<file path="src/hdl/wrsi_pkg.sv">
package wrsi_pkg;

    // Field and datapath widths.
    localparam int PRICE_BITS    = 32;
    localparam int FRACTION_BITS = 16;
    localparam int ACC_BITS      = 56;
    localparam int PERIOD_BITS   = 8;
    localparam int COUNT_BITS    = 9;
    localparam int RSI_BITS      = 23;
    // Integer bits of the scale 100, so that 100 << FRACTION_BITS fits RSI_BITS.
    localparam int RSI_INT_BITS  = RSI_BITS - FRACTION_BITS;

    // The shift-add multiplier walks an 8-bit multiplier, one bit per step.
    localparam int MUL_STEPS     = PERIOD_BITS;
    localparam int UNIT_BITS     = ACC_BITS + MUL_STEPS;
    localparam int REM_BITS      = ACC_BITS + 1;
    localparam int STEP_BITS     = $clog2(ACC_BITS);

    localparam logic [PERIOD_BITS-1:0] PERIOD_RESET = PERIOD_BITS'(14);
    localparam logic [PERIOD_BITS-1:0] RSI_SCALE    = PERIOD_BITS'(100);
    localparam logic [COUNT_BITS-1:0]  COUNT_MAX    = '1;
    localparam logic [RSI_BITS-1:0]    HUNDRED_FX   = RSI_BITS'(100 << FRACTION_BITS);

    typedef struct packed {
        logic [PRICE_BITS-1:0] close_price;
        logic                  restart;
    } rsi_in_t;

    typedef struct packed {
        logic [RSI_BITS-1:0] rsi_value;
        logic                rsi_valid;
    } rsi_out_t;

    // Handshake between the channel logic and the sequencer.
    typedef struct packed {
        logic start;
        logic out_free;
    } wrsi_ctl_t;

    typedef struct packed {
        logic idle;
        logic done;
    } wrsi_status_t;

    // One operation of the shared adder/subtractor.
    typedef struct packed {
        logic [UNIT_BITS-1:0] a;
        logic [UNIT_BITS-1:0] b;
        logic                 sub;
    } wrsi_op_t;

endpackage

</file>
<file path="src/hdl/wilder_rsi_indicator.sv">
// Wilder relative strength index over a stream of closing prices. Each input beat
// carries one price in integer ticks and a restart flag, and each one yields exactly
// one result beat: the RSI in Q.16 (0 to 100 points) and a valid flag that is set once
// period price deltas of the current series have been seen. For the first price of a
// series the result beat goes straight to the output; a beat during the seed sums runs
// the two multiplies, and every beat from the seed on also runs the divisions, the sum
// and the ratio (the ratio is skipped when the loss average is zero). One shared 64-bit
// adder/subtractor does all the work, as two 8-step shift-add multiplies and two
// 56-step restoring divisions by the period for the gain and loss averages, the sum of
// the averages, and an 8-step multiply plus a 23-step division for the ratio. The input
// side is not ready while an item is in flight and opens again the cycle after the
// result beat moves into the output register. A stalled result channel holds the
// sequencer until the output register is free. The period register may only be
// written while the block is idle; a period of zero acts as one.
module wilder_rsi_indicator (
    input  logic                              aclk,
    input  logic                              aresetn,

    // Period configuration.
    input  logic                              cfg_valid,
    output logic                              cfg_ready,
    input  logic [wrsi_pkg::PERIOD_BITS-1:0]  cfg_data,

    // Price input channel.
    input  logic                              s_valid,
    output logic                              s_ready,
    input  wrsi_pkg::rsi_in_t                 s_data,

    // RSI result channel.
    output logic                              m_valid,
    input  logic                              m_ready,
    output wrsi_pkg::rsi_out_t                m_data
);
    import wrsi_pkg::*;

    logic [PERIOD_BITS-1:0] period_reg;
    logic                   m_valid_reg;
    rsi_out_t               m_data_reg;
    wrsi_ctl_t              ctl;
    wrsi_status_t           status;
    rsi_out_t               result;

    // The period register takes a write in every cycle.
    assign cfg_ready = 1'b1;

    always_ff @(posedge aclk) begin
        if (!aresetn) begin
            period_reg <= PERIOD_RESET;
        end else if (cfg_valid) begin
            period_reg <= cfg_data;
        end
    end

    // A new price is taken only while the sequencer is idle.
    assign s_ready      = status.idle;
    assign ctl.start    = s_valid && status.idle;

    // The output register is free when empty or when its beat leaves this cycle.
    assign ctl.out_free = !m_valid_reg || m_ready;

    wrsi_engine u_engine (
        .aclk    (aclk),
        .aresetn (aresetn),
        .ctl     (ctl),
        .in_beat (s_data),
        .period  (period_reg),
        .status  (status),
        .result  (result)
    );

    // Output register: holds a finished beat until the consumer takes it.
    always_ff @(posedge aclk) begin
        if (!aresetn) begin
            m_valid_reg <= 1'b0;
        end else if (status.done) begin
            m_valid_reg <= 1'b1;
        end else if (m_ready) begin
            m_valid_reg <= 1'b0;
        end
    end

    always_ff @(posedge aclk) begin
        if (status.done) begin
            m_data_reg <= result;
        end
    end

    assign m_valid = m_valid_reg;
    assign m_data  = m_data_reg;

endmodule

</file>
<file path="src/hdl/wrsi_addsub.sv">
module wrsi_addsub (
    input  wrsi_pkg::wrsi_op_t                op,
    output logic [wrsi_pkg::UNIT_BITS:0]      res
);
    import wrsi_pkg::*;

    logic [UNIT_BITS:0] b_ext;

    // For a subtraction the top bit of the result is set when a >= b.
    assign b_ext = {1'b0, (op.sub ? ~op.b : op.b)};
    assign res   = {1'b0, op.a} + b_ext + (UNIT_BITS + 1)'(op.sub);

endmodule

</file>
<file path="src/hdl/wrsi_engine.sv">
module wrsi_engine (
    input  logic                              aclk,
    input  logic                              aresetn,
    input  wrsi_pkg::wrsi_ctl_t               ctl,
    input  wrsi_pkg::rsi_in_t                 in_beat,
    input  logic [wrsi_pkg::PERIOD_BITS-1:0]  period,
    output wrsi_pkg::wrsi_status_t            status,
    output wrsi_pkg::rsi_out_t                result
);
    import wrsi_pkg::*;

    typedef enum logic [2:0] {
        ST_IDLE,
        ST_MUL,
        ST_DIV,
        ST_SUM,
        ST_WRITE
    } state_t;

    typedef enum logic [1:0] {
        PH_GAIN,
        PH_LOSS,
        PH_RSI
    } phase_t;

    state_t                 state_reg;
    phase_t                 phase_reg;

    // Series state.
    logic [PRICE_BITS-1:0]  prev_reg;
    logic [COUNT_BITS-1:0]  count_reg;
    logic [ACC_BITS-1:0]    gain_reg;
    logic [ACC_BITS-1:0]    loss_reg;

    // Working registers of the current item.
    logic [PERIOD_BITS-1:0] p_reg;
    logic [PERIOD_BITS-1:0] factor_reg;
    logic                   skip_reg;
    logic [ACC_BITS-1:0]    move_loss_reg;
    logic [UNIT_BITS-1:0]   prod_reg;
    logic [UNIT_BITS-1:0]   mcand_reg;
    logic [PERIOD_BITS-1:0] mplier_reg;
    logic [REM_BITS-1:0]    rem_reg;
    logic [ACC_BITS-1:0]    quo_reg;
    logic [REM_BITS-1:0]    divisor_reg;
    logic [STEP_BITS-1:0]   cnt_reg;
    rsi_out_t               result_reg;

    logic [PERIOD_BITS-1:0] p_eff;
    logic                   first;
    logic                   price_up;
    logic [PRICE_BITS-1:0]  mag;
    logic [ACC_BITS-1:0]    move_up;
    logic [ACC_BITS-1:0]    move_dn;
    logic [REM_BITS:0]      shifted;
    wrsi_op_t               op;
    logic [UNIT_BITS:0]     res;
    logic [UNIT_BITS-1:0]   prod_next;
    logic [REM_BITS-1:0]    rem_next;
    logic [ACC_BITS-1:0]    quo_next;

    assign p_eff    = (period == '0) ? PERIOD_BITS'(1) : period;
    assign first    = in_beat.restart || (count_reg == '0);
    assign price_up = in_beat.close_price > prev_reg;
    assign mag      = price_up ? (in_beat.close_price - prev_reg)
                               : (prev_reg - in_beat.close_price);
    assign move_up  = price_up
        ? {{(ACC_BITS-PRICE_BITS-FRACTION_BITS){1'b0}}, mag, {FRACTION_BITS{1'b0}}} : '0;
    assign move_dn  = price_up
        ? '0 : {{(ACC_BITS-PRICE_BITS-FRACTION_BITS){1'b0}}, mag, {FRACTION_BITS{1'b0}}};

    assign shifted  = {rem_reg, quo_reg[ACC_BITS-1]};

    // Operand selection for the single shared adder.
    always_comb begin
        op.a   = prod_reg;
        op.b   = mplier_reg[0] ? mcand_reg : '0;
        op.sub = 1'b0;
        unique case (state_reg)
            ST_DIV: begin
                op.a   = UNIT_BITS'(shifted);
                op.b   = UNIT_BITS'(divisor_reg);
                op.sub = 1'b1;
            end
            ST_SUM: begin
                op.a   = UNIT_BITS'(gain_reg);
                op.b   = UNIT_BITS'(loss_reg);
                op.sub = 1'b0;
            end
            ST_IDLE, ST_MUL, ST_WRITE: begin
                op.sub = 1'b0;
            end
            default: begin
                op.sub = 1'b0;
            end
        endcase
    end

    wrsi_addsub u_addsub (
        .op  (op),
        .res (res)
    );

    assign prod_next = res[UNIT_BITS-1:0];
    assign rem_next  = res[UNIT_BITS] ? res[REM_BITS-1:0] : shifted[REM_BITS-1:0];
    assign quo_next  = {quo_reg[ACC_BITS-2:0], res[UNIT_BITS]};

    assign status.idle = (state_reg == ST_IDLE);
    assign status.done = (state_reg == ST_WRITE) && ctl.out_free;
    assign result      = result_reg;

    always_ff @(posedge aclk) begin
        if (!aresetn) begin
            state_reg  <= ST_IDLE;
            phase_reg  <= PH_GAIN;
            prev_reg   <= '0;
            count_reg  <= '0;
            gain_reg   <= '0;
            loss_reg   <= '0;
            result_reg <= '0;
        end else begin
            unique case (state_reg)
                ST_IDLE: begin
                    if (ctl.start) begin
                        p_reg    <= p_eff;
                        prev_reg <= in_beat.close_price;
                        if (first) begin
                            count_reg  <= COUNT_BITS'(1);
                            gain_reg   <= '0;
                            loss_reg   <= '0;
                            result_reg <= '0;
                            state_reg  <= ST_WRITE;
                        end else begin
                            if (count_reg != COUNT_MAX) begin
                                count_reg <= count_reg + COUNT_BITS'(1);
                            end
                            skip_reg      <= count_reg < {1'b0, p_eff};
                            move_loss_reg <= move_dn;
                            // Seed sums multiply by one, smoothing by period - 1.
                            factor_reg <= (count_reg <= {1'b0, p_eff})
                                          ? PERIOD_BITS'(1) : (p_eff - PERIOD_BITS'(1));
                            mplier_reg <= (count_reg <= {1'b0, p_eff})
                                          ? PERIOD_BITS'(1) : (p_eff - PERIOD_BITS'(1));
                            prod_reg   <= UNIT_BITS'(move_up);
                            mcand_reg  <= UNIT_BITS'(gain_reg);
                            cnt_reg    <= STEP_BITS'(MUL_STEPS - 1);
                            phase_reg  <= PH_GAIN;
                            state_reg  <= ST_MUL;
                        end
                    end
                end
                ST_MUL: begin
                    prod_reg   <= prod_next;
                    mcand_reg  <= mcand_reg << 1;
                    mplier_reg <= mplier_reg >> 1;
                    cnt_reg    <= cnt_reg - STEP_BITS'(1);
                    if (cnt_reg == '0) begin
                        priority if (phase_reg == PH_RSI) begin
                            // Preload the high part: the quotient fits RSI_BITS.
                            rem_reg   <= REM_BITS'(prod_next >> RSI_INT_BITS);
                            quo_reg   <= {prod_next[RSI_INT_BITS-1:0],
                                          {(ACC_BITS-RSI_INT_BITS){1'b0}}};
                            cnt_reg   <= STEP_BITS'(RSI_BITS - 1);
                            state_reg <= ST_DIV;
                        end else if (skip_reg && (phase_reg == PH_GAIN)) begin
                            gain_reg   <= prod_next[ACC_BITS-1:0];
                            prod_reg   <= UNIT_BITS'(move_loss_reg);
                            mcand_reg  <= UNIT_BITS'(loss_reg);
                            mplier_reg <= factor_reg;
                            cnt_reg    <= STEP_BITS'(MUL_STEPS - 1);
                            phase_reg  <= PH_LOSS;
                        end else if (skip_reg) begin
                            loss_reg   <= prod_next[ACC_BITS-1:0];
                            result_reg <= '0;
                            state_reg  <= ST_WRITE;
                        end else begin
                            rem_reg     <= '0;
                            quo_reg     <= prod_next[ACC_BITS-1:0];
                            divisor_reg <= REM_BITS'(p_reg);
                            cnt_reg     <= STEP_BITS'(ACC_BITS - 1);
                            state_reg   <= ST_DIV;
                        end
                    end
                end
                ST_DIV: begin
                    rem_reg <= rem_next;
                    quo_reg <= quo_next;
                    cnt_reg <= cnt_reg - STEP_BITS'(1);
                    if (cnt_reg == '0) begin
                        priority if (phase_reg == PH_GAIN) begin
                            gain_reg   <= quo_next;
                            prod_reg   <= UNIT_BITS'(move_loss_reg);
                            mcand_reg  <= UNIT_BITS'(loss_reg);
                            mplier_reg <= factor_reg;
                            cnt_reg    <= STEP_BITS'(MUL_STEPS - 1);
                            phase_reg  <= PH_LOSS;
                            state_reg  <= ST_MUL;
                        end else if (phase_reg == PH_LOSS) begin
                            loss_reg  <= quo_next;
                            state_reg <= ST_SUM;
                        end else begin
                            result_reg.rsi_value <= quo_next[RSI_BITS-1:0];
                            result_reg.rsi_valid <= 1'b1;
                            state_reg            <= ST_WRITE;
                        end
                    end
                end
                ST_SUM: begin
                    if (loss_reg == '0) begin
                        result_reg.rsi_value <= HUNDRED_FX;
                        result_reg.rsi_valid <= 1'b1;
                        state_reg            <= ST_WRITE;
                    end else begin
                        divisor_reg <= res[REM_BITS-1:0];
                        prod_reg    <= '0;
                        mcand_reg   <= UNIT_BITS'(gain_reg);
                        mplier_reg  <= RSI_SCALE;
                        cnt_reg     <= STEP_BITS'(MUL_STEPS - 1);
                        phase_reg   <= PH_RSI;
                        state_reg   <= ST_MUL;
                    end
                end
                ST_WRITE: begin
                    if (ctl.out_free) begin
                        state_reg <= ST_IDLE;
                    end
                end
                default: begin
                    state_reg <= ST_IDLE;
                end
            endcase
        end
    end

`ifndef SYNTHESIS
    a_rsi_range: assert property (@(posedge aclk) disable iff (!aresetn)
        (status.done && result.rsi_valid) |-> (result.rsi_value <= HUNDRED_FX))
        else $error("RSI result above 100 points");

    a_invalid_zero: assert property (@(posedge aclk) disable iff (!aresetn)
        (status.done && !result.rsi_valid) |-> (result.rsi_value == '0))
        else $error("invalid RSI result carries a nonzero value");

    a_div_nonzero: assert property (@(posedge aclk) disable iff (!aresetn)
        (state_reg == ST_DIV) |-> (divisor_reg != '0))
        else $error("division by zero in the shared unit");

    a_rem_bound: assert property (@(posedge aclk) disable iff (!aresetn)
        (state_reg == ST_DIV) |-> (rem_reg < divisor_reg))
        else $error("division remainder not below divisor");
`endif

endmodule
</file>
<file path="config.mk">
export PLATFORM = sky130hd
export DESIGN_NAME = wilder_rsi_indicator
export DESIGN_NICKNAME = d
export VERILOG_FILES = /design/src/hdl/wrsi_pkg.sv /design/src/hdl/wilder_rsi_indicator.sv /design/src/hdl/wrsi_addsub.sv /design/src/hdl/wrsi_engine.sv
export SDC_FILE = /design/constraint.sdc
export NUM_CORES = 1
export LEC_CHECK = 0
export ABC_CLOCK_PERIOD_IN_PS = 26200
export BUFFER_PORTS_ARGS = -buffer_cell sky130_fd_sc_hd__buf_2
export CAP_MARGIN = 20
export CORE_MARGIN = 2
export CORE_UTILIZATION = 42
export CTS_BUF_LIST = sky130_fd_sc_hd__clkbuf_8 sky130_fd_sc_hd__clkbuf_16
export CTS_CLUSTER_SIZE = 20
export DETAILED_ROUTE_END_ITERATION = 8
export PLACE_DENSITY = 0.56
export SLEW_MARGIN = 20
export SYNTH_ARGS = -nofsm -noshare
export SYNTH_HDL_FRONTEND = slang
export SYNTH_SLANG_ARGS = --single-unit
</file>
<file path="constraint.sdc">
create_clock -name aclk -period 26.2 [get_ports aclk]
set_input_delay 1.31 -clock aclk [delete_from_list [all_inputs] [get_ports aclk]]
set_output_delay 1.31 -clock aclk [all_outputs]
set_load 0.02 [all_outputs]
</file>
# Word-level counts from Yosys, hierarchy flattened
# Index checks and enable logic that the tools add are counted.
classes:
  add_sub_neg: 7
  multipliers: 0
  n_div: 0
  n_lt_le_gt_ge: 3
  eq_ne: 26
  shifts: 0
  muxes: 114
  bitwise: 2
  n_reduce_logical: 31
ops:
  columns: ["operator", "count"]
  rows:
  - ["64-bit 2-to-1 mux", 18]
  - ["56-bit 2-to-1 mux", 18]
  - ["57-bit 2-to-1 mux", 10]
  - ["64-bit case mux with 4 select lines", 2]
  - ["56-bit case mux with 3 select lines", 2]
  - ["128-bit case mux with 2 select lines", 1]
  - ["24-bit 2-to-1 mux", 10]
  - ["57-bit case mux with 2 select lines", 2]
  - ["56-bit case mux with 2 select lines", 1]
  - ["24-bit case mux with 4 select lines", 1]
  - ["8-bit 2-to-1 mux", 10]
  - ["64-bit by 64-bit adder with 65-bit output", 1]
  - ["65-bit by 1-bit adder with 65-bit output", 1]
  - ["64-bit inverter", 1]
  - ["32-bit subtractor", 2]
  - ["56-bit logical NOT", 1]
  - ["6-bit 2-to-1 mux", 9]
  - ["48-bit 2-to-1 mux", 1]
  - ["3-bit 2-to-1 mux", 11]
  - ["32-bit > comparator", 1]
  - ["32-bit 2-to-1 mux", 1]
  - ["8-bit case mux with 4 select lines", 1]
  - ["6-bit case mux with 4 select lines", 1]
  - ["2-bit by 1-bit != test with 1-bit output, second input constant", 10]
  - ["other kinds (40)", 67]
totals:
  regBits: 600
  latch_bits: 0
  mem_bits_rw: 0
  rom_bits: 0
  in_bits: 46
  out_inout_bits: 27
  word_cells: 207
  n_memories: 0

# Longest topological paths before layout
# Gate-level depths: netlist (run 1).
depth:
  ltp_word: 11
  ltp_mapped: 21
  mapped_depth_nobuf: 15

# Hierarchy
# From an unflattened synthesis (run 1), not the netlist that was laid out.
unflattened:
  hier_cells: 3608
  hier_area_um2: 34894.7
by_module_without_submodules:
  columns: ["mod", "n_inst", "cells_each", "area_each_um2", "seq_area_each_um2"]
  rows:
  - ["wrsi_engine", 1, 2894, 29241.8, 14483.9]
  - ["wrsi_addsub", 1, 658, 4583.1, 0.0]
  - ["wilder_rsi_indicator", 1, 56, 1069.8, 900.9]

# Least setup slack after synthesis (run 1)
# OpenSTA, ideal clock, no wires.
synth_timing:
  kind: "register -> register"
  start: "reg u_engine.state_reg[0]"
  end: "reg u_engine.quo_reg[0] (enable)"
  setup_ns: 0.788
  arrival_ns: 10.155
  required_ns: 25.412
  path_slack_ns: 15.257
  stages_incl_launch_ff: 7
  n_path_buf: 3
  synth_period_minus_slack_ns: 10.943
  path_cell_list: "dfxtp_1 buf_2 nand2b_1 nor2_1 clkbuf_1 clkbuf_1 a311oi_1"
synth_between:
  elab_chain_len: 3
  elab_cells_between_ends: 7
  classes_between: "eq/ne: 5; reduce/logical: 2"
synth_lines:
  columns: ["item", "line", "source"]
  rows:
  - ["start: declaration", "wrsi_engine.sv:26", "state_t state_reg;"]
  - ["start signal: assignment", "wrsi_engine.sv:114", "state_reg <= ST_IDLE;"]
  - ["start signal: assignment", "wrsi_engine.sv:132", "state_reg <= ST_WRITE;"]
  - ["start signal: assignment", "wrsi_engine.sv:148", "state_reg <= ST_MUL;"]
  - ["3-bit by 1-bit == test with 1-bit output or 3-bit by 2-bit == test with 1-bit output (tied branches)", "wrsi_engine.sv:122", "unique case (state_reg)"]
  - ["3-bit != test (no line), or another cell as far along", null, null]
  - ["5-bit AND reduction (no line) *", null, null]
  - ["end signal: assignment", "wrsi_engine.sv:161", "quo_reg <= {prod_next[RSI_INT_BITS-1:0],"]
  - ["end signal: assignment", "wrsi_engine.sv:178", "quo_reg <= prod_next[ACC_BITS-1:0];"]
  - ["end signal: assignment", "wrsi_engine.sv:187", "quo_reg <= quo_next;"]
  - ["end: declaration", "wrsi_engine.sv:44", "logic [ACC_BITS-1:0] quo_reg;"]
# Every way passes the cells marked *; elsewhere a longest branch is shown, timed or not.
# A chain may end at the register's enable or synchronous reset.

# Worst setup path in the final report (run 1)
layout_timing:
  start: "reg u_engine.state_reg[2]"
  end: "reg u_engine.rem_reg[24], data pin"
layout_between:
  elab_chain_len: 9
  elab_cells_between_ends: 13
  classes_between: "add/sub: 2; eq/ne: 3; mux: 7; bitwise: 1"
layout_lines:
  columns: ["item", "line", "source"]
  rows:
  - ["3-bit by 2-bit == test with 1-bit output, on equally long branches", "wrsi_engine.sv:79, wrsi_engine.sv:122", null]
  - ["128-bit case mux with 2 select lines", "wrsi_engine.sv:79", "unique case (state_reg)"]
  - ["64-bit inverter", "wrsi_addsub.sv:10", "assign b_ext = {1'b0, (op.sub ? ~op.b : op.b)};"]
  - ["64-bit 2-to-1 mux", "wrsi_addsub.sv:10", null]
  - ["64-bit by 64-bit adder with 65-bit output", "wrsi_addsub.sv:11", "assign res = {1'b0, op.a} + b_ext + (UNIT_BITS + 1)'(op.sub);"]
  - ["65-bit by 1-bit adder with 65-bit output", "wrsi_addsub.sv:11", null]
  - ["57-bit 2-to-1 mux", "wrsi_engine.sv:158", "priority if (phase_reg == PH_RSI) begin"]
  - ["57-bit 2-to-1 mux", "wrsi_engine.sv:157", "if (cnt_reg == '0) begin"]
  - ["57-bit case mux with 2 select lines *", "wrsi_engine.sv:122", null]
  - ["end signal: assignment", "wrsi_engine.sv:160", "rem_reg <= REM_BITS'(prod_next >> RSI_INT_BITS);"]
  - ["end signal: assignment", "wrsi_engine.sv:186", "rem_reg <= rem_next;"]
  - ["end: declaration", "wrsi_engine.sv:43", "logic [REM_BITS-1:0] rem_reg;"]
# Every way passes the cells marked *; elsewhere a longest branch is shown, timed or not. The select of a mux whose other input is x is not followed.

==> results.tsv, run 1 <==
stage	metric	value	unit
logic_synthesis	ranking of synthesized cells by area	edfxtp_1 (34%), dfxtp_1 (11%), ha_1 (5.2%)	
grt	number of global-route vias before repair	26500	
clocking	CTS max path bufs	3	
sta	Hold Vio Cnt, Final	0	
logic_synthesis	area share of the leading cell type in the synthesized netlist	34.3	%
logic_synthesis	Adder-Cell Fraction of Synth Area	5.34	%
sta	Worst Max-Slew Pin Slew	1090	ps
route	Avg Vias per Cell	5.92	
layout	fill cell count	7768	
logic_synthesis	number of synthesized flops with an enable pin	385	
sta	setup_tns	0	ps
setup_path	max incr delay on CP	850	ps
setup_path	slowest cell on the critical path	o31a_1	
die	# rows	103	
logic_synthesis	Post-Syn Area	33700	um2
route	ANT nets after route	0	
sta	fmax	0.143	GHz
setup_path	critical path cell sequence	nand2b_4 > buf_4 > buf_4 > o21ai_0 > ha_1 > a21oi_1 > o211ai_1 > a221oi_1 > o221ai_1 > nor2_4 > a21oi_4 > a211oi_2 > o31a_1 > nor3_1 > a311o_1	
pwr	Clk pwr share	38.6	%
layout	Area Growth Syn to Fin	9.79	%
grt	pin count of the biggest net entering global routing	114	
pwr	Switch Pwr	756	uW
pwr	Comb pwr share	18.7	%
die	Initial Util	42.5	%
layout	share of cells above drive strength 1	8.06	%
die	die height	287	um
logic_synthesis	Yosys Warn Count	0	
job	max_cap viols	0	
grt	initial antenna violation count	0	
grt	GRT Total Usage	25.4	%
logic_synthesis	mux cell area share after synthesis	3.56	%
sta	fin crit share	26.8	%
clocking	number of hold buffers added after CTS	0	
logic_synthesis	leading area contributor after synthesis	edfxtp_1	
setup_path	Startpoint Class	flip-flop	
sta	Max Slew Vio Count	0	
route	final routed DRC violation total	0	
place	gpl congestion	0.913	
logic_synthesis	Yosys cell types	100	
die	top-level I/O count	73	
logic_synthesis	Seq cells post-synth	576	
pwr	Flop pwr share	42.7	%
route	via count	27600	
layout	most frequent cells in the layout	edfxtp_1 (385), nor2_1 (354), nand2_1 (348)	
sta	Layout Skew	26.0	ps
clocking	Reg clk slew, reported paths	60	ps
clocking	total CTS buffers	69	
logic_synthesis	Cells after Synth	3638	
grt	GRT overflow	0	
sta	Final setup viols	0	
sta	Worst slew margin	27.1	%
setup_path	Crit. End Element	flip-flop	
sta	RSZ-0062 raised after global routing	no	
route	first-pass detailed-route iteration total	9	
logic_synthesis	Synth Flop Type	edfxtp_1	
place	Final HPWL DP	70500	um
logic_synthesis	largest family of logic cells by synthesized area	compound AO/OA/AOI/OAI gates	
clocking	setup bufs post-CTS	0	
logic_synthesis	compound-gate portion of the synthesized area	22.2	%
die	full die area	82400	um2
setup_path	WP data arrival	7380	ps
pwr	Power Density	67.5	nW/um2
route	drt total wl	105000	um
logic_synthesis	syn nets	3826	
layout	nets	3740	
logic_synthesis	Synth async-reset ratio	0	%
place	IO buf count	71	
outcome	status	complete, no violations	
die	die span in x	287	um
route	drt first-iter violations	2706	
setup_path	crit path max fanout	86	
clocking	CTS tree	done	
sta	crit path time final	7010	ps
setup_path	most frequent CP cell	buf_4	
pwr	Sw Ratio	30.3	%
setup_path	Worst Setup Path Type	reg -> reg	
pwr	Internal Power	1740	uW
hold_path	Hold WC Path Type	reg -> reg	
logic_synthesis	Syn Area/Cell	9.25	um2
pwr	Leak	0.0141	uW
clocking	cells resized by post-CTS repair	0	
clocking	H-tree levels	3	
clocking	latest clock arrival within the worst-skew pair	640	ps
logic_synthesis	sequential element share of the synthesized area	45.7	%
pwr	maximum VDD drop	0.0000444	V
clocking	Sink Count	576	
layout	most common cell after layout, fill and taps aside	edfxtp_1	
sta	Hold Slack	427	ps
setup_path	CP required	26570	ps
grt	first-pass GRT wire length	163000	um
die	core area	79100	um2
logic_synthesis	Simple-Gate Fraction of Synth Area	13.9	%
logic_synthesis	Synth Area in XOR/XNOR	3.82	%
clocking	root buffer cell	clkbuf_16	
route	Routed WL per cell	22.6	um
setup_path	R2R setup slack	19190	ps
-- per-stage QoR --
stage	power, uW	setup slack [ps]	area, um2	instances	utilization, %
after detailed placement	1550	19330	34700	4531	43.8
after floorplan	1390	15260	33700	3638	-
final	2500	19190	37000	4661	46.7
after global placement	1540	19510	34700	4530	43.8
after CTS	2510	19280	36900	4659	46.7
after global routing	2600	18720	37000	4659	46.7
-- per-layer routing --
layer  routed length (um)  GRT usage [%]
met2                49500           41.9
met4                 2580           6.73
met1                47000           35.2
met3                 6370           3.17
met5                    0              0
-- cells in the mapped netlist, types with 46 or more instances --
library cell and count:
a211oi_1 82, clkbuf_1 216, xnor2_1 88, dfxtp_1 191
o21a_1 52, nand3_1 104, inv_1 184, o21ai_0 286
mux2i_1 105, a21oi_1 318, nor2_1 357, nand2_1 351
a222oi_1 55, a21o_1 67, edfxtp_1 385, o22ai_1 46
ha_1 139, xor2_1 57
-- cell families (layout without fill, tap and decap cells) --
logic type / count (synthesis) / after routing
XOR/XNOR: 146 / 146
multiplexers: 116 / 116
flip-flops: 576 / 576
other: 1 / 3
buffers and inverters: 456 / 427
AND/OR/NAND/NOR: 1049 / 1049
AO/OA/AOI/OAI: 1152 / 1152
adder cells (fa/ha/maj): 142 / 142
-- cell type report --
cell class                      instances  area [um2]  area share, %
Clock inverter                         53         447           1.21
Tap cell                             1050        1310           3.55
Sequential cell                       576       15400           41.6
Timing Repair Buffer                  114         698           1.89
Antenna cell                            2        5.00         0.0135
Inverter                              185         699           1.89
Multi-Input combinational cell       2606       16600           44.9
Clock buffer                           75        1810           4.90
-- power by group through the flow --
stage               registers [uW]  logic (uW)  clock network (uW)
floorplan                     1070         323                   0
global placement              1080         460                   0
detailed placement            1080         464                   0
CTS                           1060         465                 980
global route                  1070         513                1010
finish                        1070         467                 964
-- worst max-delay path: cells and delay by family (launching register included) --
| kind | cells | cell delay (ps) |
|---|---|---|
| DFF | 1 | 720 |
| adders and majority gates | 1 | 420 |
| AOI/OAI and AO/OA | 9 | 3030 |
| buffers and inverters | 2 | 1390 |
| and+or+nand+nor | 3 | 1050 |
-- final timing paths --
| path | start | cells after the start | end |
|---|---|---|---|
| setup reg to reg | u_engine.state_reg[2] | 15 | u_engine.rem_reg[24] |
| hold / removal | u_engine.result[5] | 0 | m_data[5] |
| hold reg to reg | u_engine.result[5] | 0 | m_data[5] |
| setup / recovery | u_engine.state_reg[2] | 15 | u_engine.rem_reg[24] |
Note: power is estimated with default switching activity, not from simulation.
==> inputs of run 2 (changes only) <==
Settings changed: ABC_CLOCK_PERIOD_IN_PS 26200 to 7300.
Clock period 26.2 ns to 7.3 ns, I/O delays scaled along.
==> results.tsv, run 2 (synthesis results as in run 1) <==
stage	metric	value	unit	change
route	Routed WL per cell	22.6	um	-0.19%
job	max_cap viols	0		unchanged
pwr	Leak	0.0143	uW	+1.7%
sta	RSZ-0062 raised after global routing	no		
die	die span in x	287	um	unchanged
route	ANT nets after route	0		unchanged
layout	n_diodes	0		-2
die	# rows	103		unchanged
layout	share of cells above drive strength 1	8.38	%	+0.32 points
sta	fin crit share	78.7	%	+52 points
clocking	total CTS buffers	70		+1.4%
route	Avg Vias per Cell	5.87		-0.79%
clocking	latest clock arrival within the worst-skew pair	630	ps	about the same
clocking	cells resized by post-CTS repair	0		unchanged
clocking	Sink Count	576		unchanged
layout	most common cell after layout, fill and taps aside	edfxtp_1		
sta	Worst slew margin	22.3	%	-4.9 points
sta	fmax	0.174	GHz	+22%
sta	Max Slew Vio Count	0		unchanged
grt	number of global-route vias before repair	26500		-0.034%
place	Final HPWL DP	72000	um	+2.1%
layout	most frequent cells in the layout	edfxtp_1 (385), nor2_1 (354), nand2_1 (348)		
clocking	Reg clk slew, reported paths	60	ps	about the same
sta	Final setup viols	0		unchanged
die	top-level I/O count	73		unchanged
outcome	status	complete, no violations		
setup_path	Crit. End Element	flip-flop		
route	first-pass detailed-route iteration total	7		-2
layout	fill cell count	7678		-1.2%
setup_path	WP data arrival	6070	ps	-1310 ps
setup_path	max incr delay on CP	750	ps	-100 ps
hold_path	Hold WC Path Type	in -> reg		
sta	worst setup margin	1560	ps	-17630 ps
clocking	H-tree levels	3		unchanged
setup_path	Startpoint Class	flip-flop		
die	core area	79100	um2	unchanged
grt	GRT overflow	0		unchanged
route	drt first-iter violations	2694		-0.44%
grt	GRT Total Usage	25.5	%	+0.13 points
route	final routed DRC violation total	0		unchanged
grt	first-pass GRT wire length	164000	um	+0.18%
clocking	CTS tree	done		
die	Initial Util	42.5	%	unchanged
sta	crit path time final	5740	ps	-1270 ps
sta	setup_tns	0	ps	unchanged
setup_path	R2R setup slack	1560	ps	-17630 ps
pwr	maximum VDD drop	0.000187	V	+320%
place	gpl congestion	0.887		-2.9%
sta	Layout Skew	27.3	ps	+1.33 ps
place	IO buf count	71		unchanged
setup_path	Worst Setup Path Type	reg -> reg		
layout	nets	3782		+1.1%
sta	Worst Max-Slew Pin Slew	1160	ps	+64.6 ps
route	drt total wl	106000	um	+0.67%
clocking	root buffer cell	clkbuf_16		
setup_path	crit path max fanout	84		-2.3%
grt	initial antenna violation count	3		+3
pwr	Power Density	242	nW/um2	+260%
layout	Area Growth Syn to Fin	11.5	%	
layout	multi-input logic area	16600	um2	about the same
sta	Hold Vio Cnt, Final	0		unchanged
setup_path	critical path cell sequence	nand2b_4 > buf_12 > o21ai_0 > ha_1 > and2_1 > nand3_1 > nor4_1 > nand3_1 > or3_1 > a31oi_1 > a311o_2 > nor4_1 > a311oi_1 > o22ai_1		
layout	storage element area	15400	um2	unchanged
route	via count	27600		+0.062%
place	Place WS	1590	ps	-17740 ps
layout	post-layout util	47.4	%	+0.74 points
clocking	CTS max path bufs	3		unchanged
die	full die area	82400	um2	unchanged
setup_path	CP required	7630	ps	-18940 ps
die	die height	287	um	unchanged
grt	pin count of the biggest net entering global routing	114		unchanged
setup_path	slowest cell on the critical path	dfxtp_1		
## run 2: worst paths after layout
kind / startpoint / to / cells past startpoint
setup reg to reg: u_engine.state_reg[2] / u_engine.rem_reg[54] / 14
hold reg to reg: u_engine.result[17] / m_data[17] / 0
setup / recovery: u_engine.state_reg[2] / u_engine.rem_reg[54] / 14
hold / removal: s_data[31] / u_engine.prev_reg[30] / 3
## run 2: timing repair
item,CTS,global route
endpoints found under the hold margin,38,0
setup buffers,0,0
endpoints found under the setup margin,0,0
hold buffers,38,0
## run 2: layout make-up
type,instances,area share (%)
Clock buffer,81,5.19
Clock inverter,48,1.12
Inverter,185,1.86
Multi-Input combinational cell,2606,44.2
Sequential cell,576,41.0
Tap cell,1050,3.50
Timing Repair Buffer,155,3.15
## run 2: per-stage QoR
step	instances	cell area, um2	hold slack, ps	power, uW
floorplan	3638	33700	408	5000
global placement	4534	34800	414	5550
detailed placement	4534	34800	415	5560
CTS	4701	37500	6.44	9150
global route	4701	37500	29.1	9460
finish	4701	37500	32.0	9100
## run 2: worst max-delay path: cells and delay by family, from the launching register on
kind / cells / cell delay, ps
DFF: 1 / 750
adders and majority gates: 1 / 400
and+or+nand+nor: 7 / 2400
buffers and inverters: 1 / 340
AOI/OAI and AO/OA: 5 / 1460
## run 2: where the power goes
part | total [uW] | switching, uW | internal (uW)
registers | 3820 | 142 | 3680
logic | 1700 | 1130 | 567
clock network | 3580 | 1500 | 2080
total | 9100 | 2770 | 6330
## run 2: layer usage
metal	track usage [%]	vias to the layer above	routed length (um)	share of wire [%]
met5	0	-	0	0
met4	8.11	0	3230	3.0
met3	3.29	182	5810	5.5
met2	41.3	832	49300	46
met1	35.5	13400	47800	45
li1	-	13200	-	-
